## config.mk

```make
export PLATFORM = sky130hd
export DESIGN_NAME = ffa_ram
export DESIGN_NICKNAME = d
export VERILOG_FILES = /design/src/rtl/core/ffa_ram.sv
export SDC_FILE = /design/constraint.sdc
export NUM_CORES = 1
export LEC_CHECK = 0
export ABC_AREA = 1
export BUFFER_PORTS_ARGS = -buffer_cell sky130_fd_sc_hd__buf_2
export CORE_UTILIZATION = 45
export CTS_BUF_LIST = sky130_fd_sc_hd__clkbuf_16
export CTS_CLUSTER_DIAMETER = 50
export DETAILED_ROUTE_END_ITERATION = 16
export PLACE_DENSITY = 0.71
export SLEW_MARGIN = 20
export SYNTH_ARGS = -nofsm -noshare
export SYNTH_HDL_FRONTEND = slang
export SYNTH_SLANG_ARGS = --single-unit
```

## constraint.sdc

```tcl
create_clock -name i_clk -period 2.1 [get_ports i_clk]
set_input_delay 0.105 -clock i_clk [delete_from_list [all_inputs] [get_ports i_clk]]
set_output_delay 0.105 -clock i_clk [all_outputs]
set_load 0.02 [all_outputs]
```

## src/rtl/core/ffa_ram.sv

```systemverilog
// Generic single-port-write, single-port-read RAM with registered read.
module ffa_ram #(
    parameter int WIDTH = 8,
    parameter int DEPTH = 16,
    parameter int AW    = (DEPTH > 1) ? $clog2(DEPTH) : 1
) (
    input  logic             i_clk,
    input  logic             i_we,
    input  logic [AW-1:0]    i_waddr,
    input  logic [WIDTH-1:0] i_wdata,
    input  logic [AW-1:0]    i_raddr,
    output logic [WIDTH-1:0] o_rdata
);

    logic [WIDTH-1:0] r_mem [DEPTH];
    logic [WIDTH-1:0] r_rdata;

    // write one entry, register the read
    always_ff @(posedge i_clk) begin
        if (i_we) begin
            r_mem[i_waddr] <= i_wdata;
        end
        r_rdata <= r_mem[i_raddr];
    end

    assign o_rdata = r_rdata;

endmodule

```

==> impl_metrics.ini, run 1 <==
[status]
outcome = complete, no violations

[power_and_ir_drop]
finalPower_mw = 6.150
p_per_area_mw_per_mm2 = 942.4
leakagePower_nw = 2.822
power.ir.vdd_worst_mv = 0.5805

[yosys]
synth_compound_gate_area_share_pct = 0
synth_area_per_cell_um2 = 10.47
synthXorXnorAreaFrac_pct = 0
synth.net_count = 569
synthCells = 551
ys_ff_latch = 136
yosys_warnings = 0
ys_types = 12
yosys-mux-area-fraction_pct = 0
synth_fa_ha_area_share_pct = 0
yosysSeqAreaShare_pct = 69.43
post_synth_and_or_nand_nor_area_fraction_pct = 21.05
synth_top_family_by_area = simple AND/OR/NAND/NOR gates
synthesis.area_mm2 = 0.005767

[grt]
grt_pass1_vias = 3601
grt_first_pass_wirelength_um = 19120
grt_start_max_net_pins = 65
grt_overflow = 0
initial_antenna_violation_count = 0
grt.total_usage_pct = 20.12

[timing]
clock_skew_ns = 0.006662
final-setup-viol-count = 0
worst_pin_slew_ns = 0.7105
fmax_ghz = 0.8871
hold_viol_final = 0
slew_violations = 0
rsz0062_at_grt = no
setup_tns_ns = 0
finalCriticalPeriod_ns = 1.127
fin_ws_ns = 0.9728
min_period_over_period_pct = 53.68
slew-limit-headroom_pct = 52.46

[setup_path]
crit_path_end_kind = flip-flop
crit_type = flip-flop to flip-flop
crit_path_max_fanout = 1
arrival_ns = 1.42
timing.critical_path.from_type = flip-flop
r2r_slack_ns = 0.97
required_time_at_the_worst_slack_endpoint_ns = 2.40

[cells_and_area]
syn2layout_area_growth_pct = 13.17
fillCellCount = 1010
antennaDiodeCount = 0
post_route_cells_drive_above_1_share_pct = 9.524
layout_commonest_cell = nand2_1
post-route-util_pct = 53.22
post_layout_nonfiller_instances = 756
most-common-layout-cells = nand2_1, edfxtp_1, inv_1, nand3_1, buf_2
layout_nets = 593

[clocking]
cts_setup_buffers = 0
cts_tree = yes
cts_buffers = 17
cts_max_path_buffers = 2
clock_insertion_delay_worst_skew_ns = 0.41
cts_htree_levels = 4
hold_buffers = 0
cts.reportedPaths.clkPinSlew_ns = 0.06
number_of_clock_sinks = 136
cts_repair_resize_count = 0
cts-root-buf = clkbuf_16

[worst_hold_path]
hold_path.class = input port to flip-flop

[routing]
highest-signal-layer = met4
drt_iter0_drc = 302
avgRoutedWirePerCell_um = 16.06
totalWireLength_um = 12150
routed-wl-met2_um = 6001
detail-route-antenna-nets = 0
routedLengthMet1_um = 5124
met3WireLength_um = 746
viasPerCell = 4.980
drt_first_pass_iters = 5
drc = 0
detailroute.via_count = 3765

[place]
dp_slack_ns = 0.6385
hpwlAfterDp_um = 7539
io_buffer_count = 25
placedCellCount = 724
place.gp.congestion = 0.8899

[floorplanning]
ioPinCount = 26
die_height_um = 115.2
die_w_um = 115.2
die_area_mm2 = 0.01327
core_area_mm2 = 0.01226
starting_density_pct = 47.03
fp-row-count = 40

[flow_run]
maxCapViolations = 0
layout make-up:
class / instances / area [µm²] / area share [%]
sequential: 136 / 4004 / 61.35
inverter: 102 / 382.9 / 5.867
tap: 168 / 210.2 / 3.221
clock inverter: 15 / 122.6 / 1.879
timing repair buffer: 29 / 167.7 / 2.569
clock buffer: 17 / 425.4 / 6.518
multi-input combinational: 289 / 1214 / 18.60
synthesized netlist by cell type:
cell type    n  area share, %
buf_2       13            1.1
edfxtp_1   128             67
nor2_1      17            1.1
nand2_1    173             11
buf_4        4           0.52
nand3b_1     2           0.26
buf_1        1          0.065
buf_6        6            1.2
dfxtp_1      8            2.8
inv_1      100            6.5
nand3_1     97            8.4
inv_2        2           0.13
cells by family (layout without fill, tap and decap cells):
family	Yosys count	count (layout)
AND/OR/NAND/NOR	289	289
flip-flops	136	136
buffers and inverters	126	163
per-layer routing:
layer,global-route usage (%),up-vias
met2,32.65,150
li1,-,1817
met1,26.12,1774
met3,3.795,24
met5,0,-
met4,9.957,0
worst paths after layout:
kind | endpoint | start | cells after the start
max | o_rdata[7] | r_mem[1][7] | 6
min | o_rdata[4] | i_raddr[3] | 3
max reg2reg | o_rdata[7] | r_mem[1][7] | 6
min reg2reg | o_rdata[2] | r_mem[13][2] | 6
power breakdown:
part | leakage (nW) | internal, mW | switching (mW)
combinational | 1.31 | 0.101 | 0.277
sequential | 1.22 | 3.04 | 0.0154
clock | 0.284 | 1.70 | 1.02
total | 2.82 | 4.84 | 1.31
worst max-delay path, cell delays in order, from the launching register on:
cell and delay [ns]:
edfxtp_1 0.36, inv_1 0.07, nand2_1 0.06, nand3_1 0.12
nand3_1 0.13, nand3_1 0.20, nand2_1 0.07
flip-flops by register name, indices dropped and copies added, names as in the netlist:
name     cells
r_mem      128
o_rdata      8
through the flow:
step	area (µm²)	hold slack, ns
after floorplan	5767	0.2039
after global placement	5978	0.4675
after detailed placement	5978	0.4801
after CTS	6526	0.04737
after global routing	6526	0.06418
final	6526	0.06330
(Power assumes the default switching activity.)
==> run 2, diff against run 1 <==
--- a/config.mk
+++ b/config.mk
@@ -11,7 +11,7 @@
 export CTS_BUF_LIST = sky130_fd_sc_hd__clkbuf_16
 export CTS_CLUSTER_DIAMETER = 50
 export DETAILED_ROUTE_END_ITERATION = 16
-export PLACE_DENSITY = 0.71
+export PLACE_DENSITY = 0.74
 export SLEW_MARGIN = 20
 export SYNTH_ARGS = -nofsm -noshare
 export SYNTH_HDL_FRONTEND = slang
==> constraint.sdc (replaced) <==
create_clock -name i_clk -period 0.95 [get_ports i_clk]
set_input_delay 0.0475 -clock i_clk [delete_from_list [all_inputs] [get_ports i_clk]]
set_output_delay 0.0475 -clock i_clk [all_outputs]
set_load 0.02 [all_outputs]
==> impl_metrics.ini, run 2 (synthesis results as in run 1) <==
[grt]
grt_start_max_net_pins = 65
grt_first_pass_wirelength_um = 21220
grt.total_usage_pct = 22.13
grt_overflow = 0
grt_pass1_vias = 4118
initial_antenna_violation_count = 0

[floorplanning]
die_area_mm2 = 0.01327
ioPinCount = 26
fp-row-count = 40
starting_density_pct = 47.03
core_area_mm2 = 0.01226
die_height_um = 115.2
die_w_um = 115.2

[cells_and_area]
layout_commonest_cell = nand2_1
syn2layout_area_growth_pct = 23.71
most-common-layout-cells = nand2_1, edfxtp_1, inv_1, nand3_1, nand3_2
post_route_cells_drive_above_1_share_pct = 23.74
fillCellCount = 940
layout_nets = 620
post_layout_nonfiller_instances = 783
antennaDiodeCount = 0
post-route-util_pct = 58.18
largest_register = r_mem
largest_register_ff_count = 128

[setup_path]
crit_type = flip-flop to flip-flop
timing.critical_path.from_type = flip-flop
path_cells = inv_1, nand2_1, nand3_2, nand3_2, nand3_2, nand2_1
crit_family = simple AND/OR/NAND/NOR gates
required_time_at_the_worst_slack_endpoint_ns = 1.26
critical_path.max_stage_delay_ns = 0.38
critical_path.slowest_cell = edfxtp_1
critPathMostFrequentCell = nand3_2
path_buf_inv = 1
arrival_ns = 1.28
crit_path_max_fanout = 1
crit_path_end_kind = flip-flop

[clocking]
clock_insertion_delay_worst_skew_ns = 0.42
cts_max_path_buffers = 2
cts_setup_buffers = 0
cts.reportedPaths.clkPinSlew_ns = 0.06
hold_buffers = 0
number_of_clock_sinks = 136
cts_buffers = 17
cts_htree_levels = 4
cts-root-buf = clkbuf_16
cts_tree = yes

[timing]
finalCriticalPeriod_ns = 0.9762
fmax_ghz = 1.024
clock_skew_ns = 0.005519
rsz0062_at_grt = yes
worst_pin_slew_ns = 0.4544
fin_ws_ns = -0.02618
hold_viol_final = 0
min_period_over_period_pct = 102.8
slew-limit-headroom_pct = 69.67
slew_violations = 0
final-setup-viol-count = 5

[worst_hold_path]
hold_path.class = input port to flip-flop

[routing]
drt_iter0_drc = 448
detailroute.via_count = 4051
drc = 0
avgRoutedWirePerCell_um = 17.45
totalWireLength_um = 13660
detail-route-antenna-nets = 0
drt_first_pass_iters = 5
viasPerCell = 5.174

[place]
dp_slack_ns = -0.1492
io_buffer_count = 25
hpwlAfterDp_um = 8026
placedCellCount = 751
place.gp.congestion = 0.8672

[status]
failing_checks = negative setup slack
outcome = complete, but fails checks

[power_and_ir_drop]
finalPower_mw = 14.88
p_per_area_mw_per_mm2 = 2085
power.ir.vdd_worst_mv = 1.343
leakagePower_nw = 3.104

[flow_run]
maxCapViolations = 0
==> run 2: cell types whose count changed in the layout (fill, tap and decap cells not counted), moves of 4 or more <==
cell,delta
nand3_1,-42
nand3_2,+42
buf_4,+26
buf_2,-7
inv_1,-7
nand2_1,-7
nand2_2,+7
buf_12,+4
buf_6,+4
inv_2,+4
==> run 2: routing by layer <==
metal  vias up  share of wire, %  global-route usage (%)
li1       1875                 -                       -
met2       185                51                   37.19
met1      1957                39                   26.94
met4         0               2.5                   9.264
met5         -                 0                       0
met3        34               7.3                   6.115
==> run 2: metrics by stage <==
stage / setup TNS, ns / hold slack, ns / instance area, µm²
5_1_grt: -0.4415 / 0.04155 / 7134
3_3_place_gp: -7.336 / 0.4638 / 6236
4_1_cts: -0.01486 / 0.04122 / 6944
3_5_place_dp: -10.76 / 0.4658 / 6236
2_1_floorplan: -3.998 / 0.1464 / 5772
6_report: -0.06701 / 0.04268 / 7134
==> run 2: cell type report <==
cell class | instances | area, µm² | area share (%)
clock inverter | 15 | 210.2 | 2.946
tap | 168 | 210.2 | 2.946
clock buffer | 17 | 425.4 | 5.963
multi-input combinational | 289 | 1446 | 20.27
timing repair buffer | 56 | 452.9 | 6.349
sequential | 136 | 4006 | 56.16
inverter | 102 | 382.9 | 5.367
==> run 2: final timing paths <==
kind | startpoint | endpoint | slack [ns] | depth (start not counted)
worst max-delay path | r_mem[9][1] | o_rdata[1] | -0.03 | 6
worst min-delay path | i_wdata[1] | r_mem[1][1] | 0.04 | 1
worst max register to register | r_mem[9][1] | o_rdata[1] | -0.03 | 6
worst min register to register | r_mem[9][0] | o_rdata[0] | 0.69 | 6
==> run 2: what timing repair did <==
action / in CTS / in global routing
resized for setup: 18 / 48
gates cloned: 0 / 0
pin swaps: 9 / 33
endpoints found under the setup margin: 9 / 13
==> run 2: power breakdown <==
| group | switching (mW) | internal [mW] |
|---|---|---|
| Clock | 2.48 | 4.62 |
| Combinational | 0.683 | 0.342 |
| Sequential | 0.0454 | 6.71 |
| Total | 3.21 | 11.7 |
==> run 3, diff against run 2 <==
--- a/config.mk
+++ b/config.mk
@@ -12,6 +12,7 @@
 export CTS_CLUSTER_DIAMETER = 50
 export DETAILED_ROUTE_END_ITERATION = 16
 export PLACE_DENSITY = 0.74
+export REMOVE_ABC_BUFFERS = 1
 export SLEW_MARGIN = 20
 export SYNTH_ARGS = -nofsm -noshare
 export SYNTH_HDL_FRONTEND = slang
==> impl_metrics.ini, run 3 (synthesis results as in run 1) <==
[power_and_ir_drop]
finalPower_mw = 14.51
leakagePower_nw = 3.083
p_switching_mw = 3.113
p_per_area_mw_per_mm2 = 2046
cell_internal_pwr_mw = 11.40
p_seq_share_pct = 46.6
clockPowerShare_pct = 46.4
power.ir.vdd_worst_mv = 1.196
sw_frac_of_total_pct = 21.45
combPwrFrac_pct = 7.1

[setup_path]
critPathMostFrequentCell = nand3_2
path_buf_inv = 1
critical_path.slowest_cell = edfxtp_1
timing.critical_path.from_type = flip-flop
r2r_cells = 6
arrival_ns = 1.26
crit_path_max_fanout = 1
path_cells = inv_1, nand2_1, nand3_2, nand3_2, nand3_2, nand2_1
crit_type = flip-flop to flip-flop
total_stage_count_of_the_critical_path = 6
crit_family = simple AND/OR/NAND/NOR gates
crit_path_end_kind = flip-flop
critical_path.max_stage_delay_ns = 0.35
required_time_at_the_worst_slack_endpoint_ns = 1.25
r2r_slack_ns = -0.01

[routing]
detailroute.via_count = 3955
routed-wl-met2_um = 6455
drc = 0
highest-signal-layer = met4
drt_first_pass_iters = 7
totalWireLength_um = 13010
avgRoutedWirePerCell_um = 16.64
viasPerCell = 5.058
detail-route-antenna-nets = 0
drt_iter0_drc = 332
met3WireLength_um = 874
routedLengthMet1_um = 5255

[timing]
finalCriticalPeriod_ns = 0.9638
hold_viol_final = 0
fin_ws_ns = -0.01375
min_period_over_period_pct = 101.4
slew-limit-headroom_pct = 73.59
final-setup-viol-count = 3
clock_skew_ns = 0.008301
slew_violations = 0
rsz0062_at_grt = yes
worst_pin_slew_ns = 0.3962
setup_tns_ns = -0.01753
fmax_ghz = 1.038

[status]
outcome = complete, but fails checks
failing_checks = negative setup slack

[floorplanning]
core_area_mm2 = 0.01226
starting_density_pct = 47.03
die_area_mm2 = 0.01327
die_height_um = 115.2
die_w_um = 115.2
ioPinCount = 26
fp-row-count = 40

[place]
io_buffer_count = 25
post_dp_area_mm2 = 0.006236
hpwlAfterDp_um = 7711
place.gp.congestion = 0.7963
placedCellCount = 750

[clocking]
cts-root-buf = clkbuf_16
clock_insertion_delay_worst_skew_ns = 0.42
hold_buffers = 0
cts_buffers = 17
cts_tree = yes
cts.reportedPaths.clkPinSlew_ns = 0.06
cts_max_path_buffers = 2
number_of_clock_sinks = 136
cts_htree_levels = 4

[cells_and_area]
layout_commonest_cell = nand2_1
antennaDiodeCount = 0
largest_register = r_mem
post_layout_nonfiller_instances = 782
most-common-layout-cells = nand2_1, edfxtp_1, inv_1, nand3_1, nand3_2
syn2layout_area_growth_pct = 23.00
fillCellCount = 935
layout_nets = 619
final_design_area_no_fill_mm2 = 0.007093
post-route-util_pct = 57.85
post_route_cells_drive_above_1_share_pct = 21.82
largest_register_ff_count = 128

[grt]
initial_antenna_violation_count = 0
grt_overflow = 0
grt_start_max_net_pins = 58
grt.total_usage_pct = 21.10
grt_first_pass_wirelength_um = 19780
grt_pass1_vias = 3776

[worst_hold_path]
hold_path_depth = 1
hold_path.class = input port to flip-flop

[flow_run]
maxCapViolations = 0
[run 3: changes by cell type in the layout (fill, tap and decap cells not counted), sizes merged]
cell,before,now
clkinv,6,4
clkinvlp,3,5
buf,56,55
bufinv,5,4
inv,103,104
[run 3: timing repair]
item | in CTS | in global routing
pin swaps | 13 | 11
setup buffers | 0 | 0
setup endpoints to repair | 11 | 10
gates resized for setup | 28 | 28
[run 3: through the flow]
stage / worst slack [ns] / hold slack [ns]
after floorplan: -0.07798 / 0.1464
after global placement: -0.1647 / 0.4618
after detailed placement: -0.2192 / 0.4658
after CTS: -0.01575 / 0.03632
after global routing: -0.07518 / 0.04873
final: -0.01375 / 0.04697
[run 3: worst reg2reg max path, delay by kind of cell, from the launching register on]
family | cells | cell delay [ns]
flip-flops | 1 | 0.35
buffers and inverters | 1 | 0.06
AND/OR/NAND/NOR | 5 | 0.43
[run 3: per-layer routing]
| metal | up-vias | track usage [%] |
|---|---|---|
| li1 | 1870 | - |
| met1 | 1892 | 26.56 |
| met2 | 163 | 34.22 |
| met3 | 30 | 4.375 |
| met4 | 0 | 11.86 |
| met5 | - | 0 |
[run 3: path summary, 6_finish.rpt]
kind           startpoint           to
max          r_mem[12][0]   o_rdata[0]
min            i_wdata[7]  r_mem[4][7]
max reg2reg  r_mem[12][0]   o_rdata[0]
min reg2reg   r_mem[3][0]   o_rdata[0]
[run 3: power by group through the flow]
| stage | combinational, mW | sequential (mW) | clock [mW] |
|---|---|---|---|
| floorplan | 0.362 | 6.91 | 0 |
| global placement | 0.874 | 6.87 | 0 |
| detailed placement | 0.903 | 6.87 | 0 |
| CTS | 0.970 | 6.76 | 6.77 |
| global route | 1.11 | 6.77 | 6.98 |
| finish | 1.02 | 6.76 | 6.73 |
[run 3: cell type report]
class                      count  area [µm²]  share of cell area, %
clock buffer                  17       425.4                  5.998
clock inverter                15       187.7                  2.646
inverter                     102       382.9                  5.398
multi-input combinational    289        1429                  20.14
sequential                   136        4008                  56.50
tap                          168       210.2                  2.963
timing repair buffer          55       450.4                  6.350
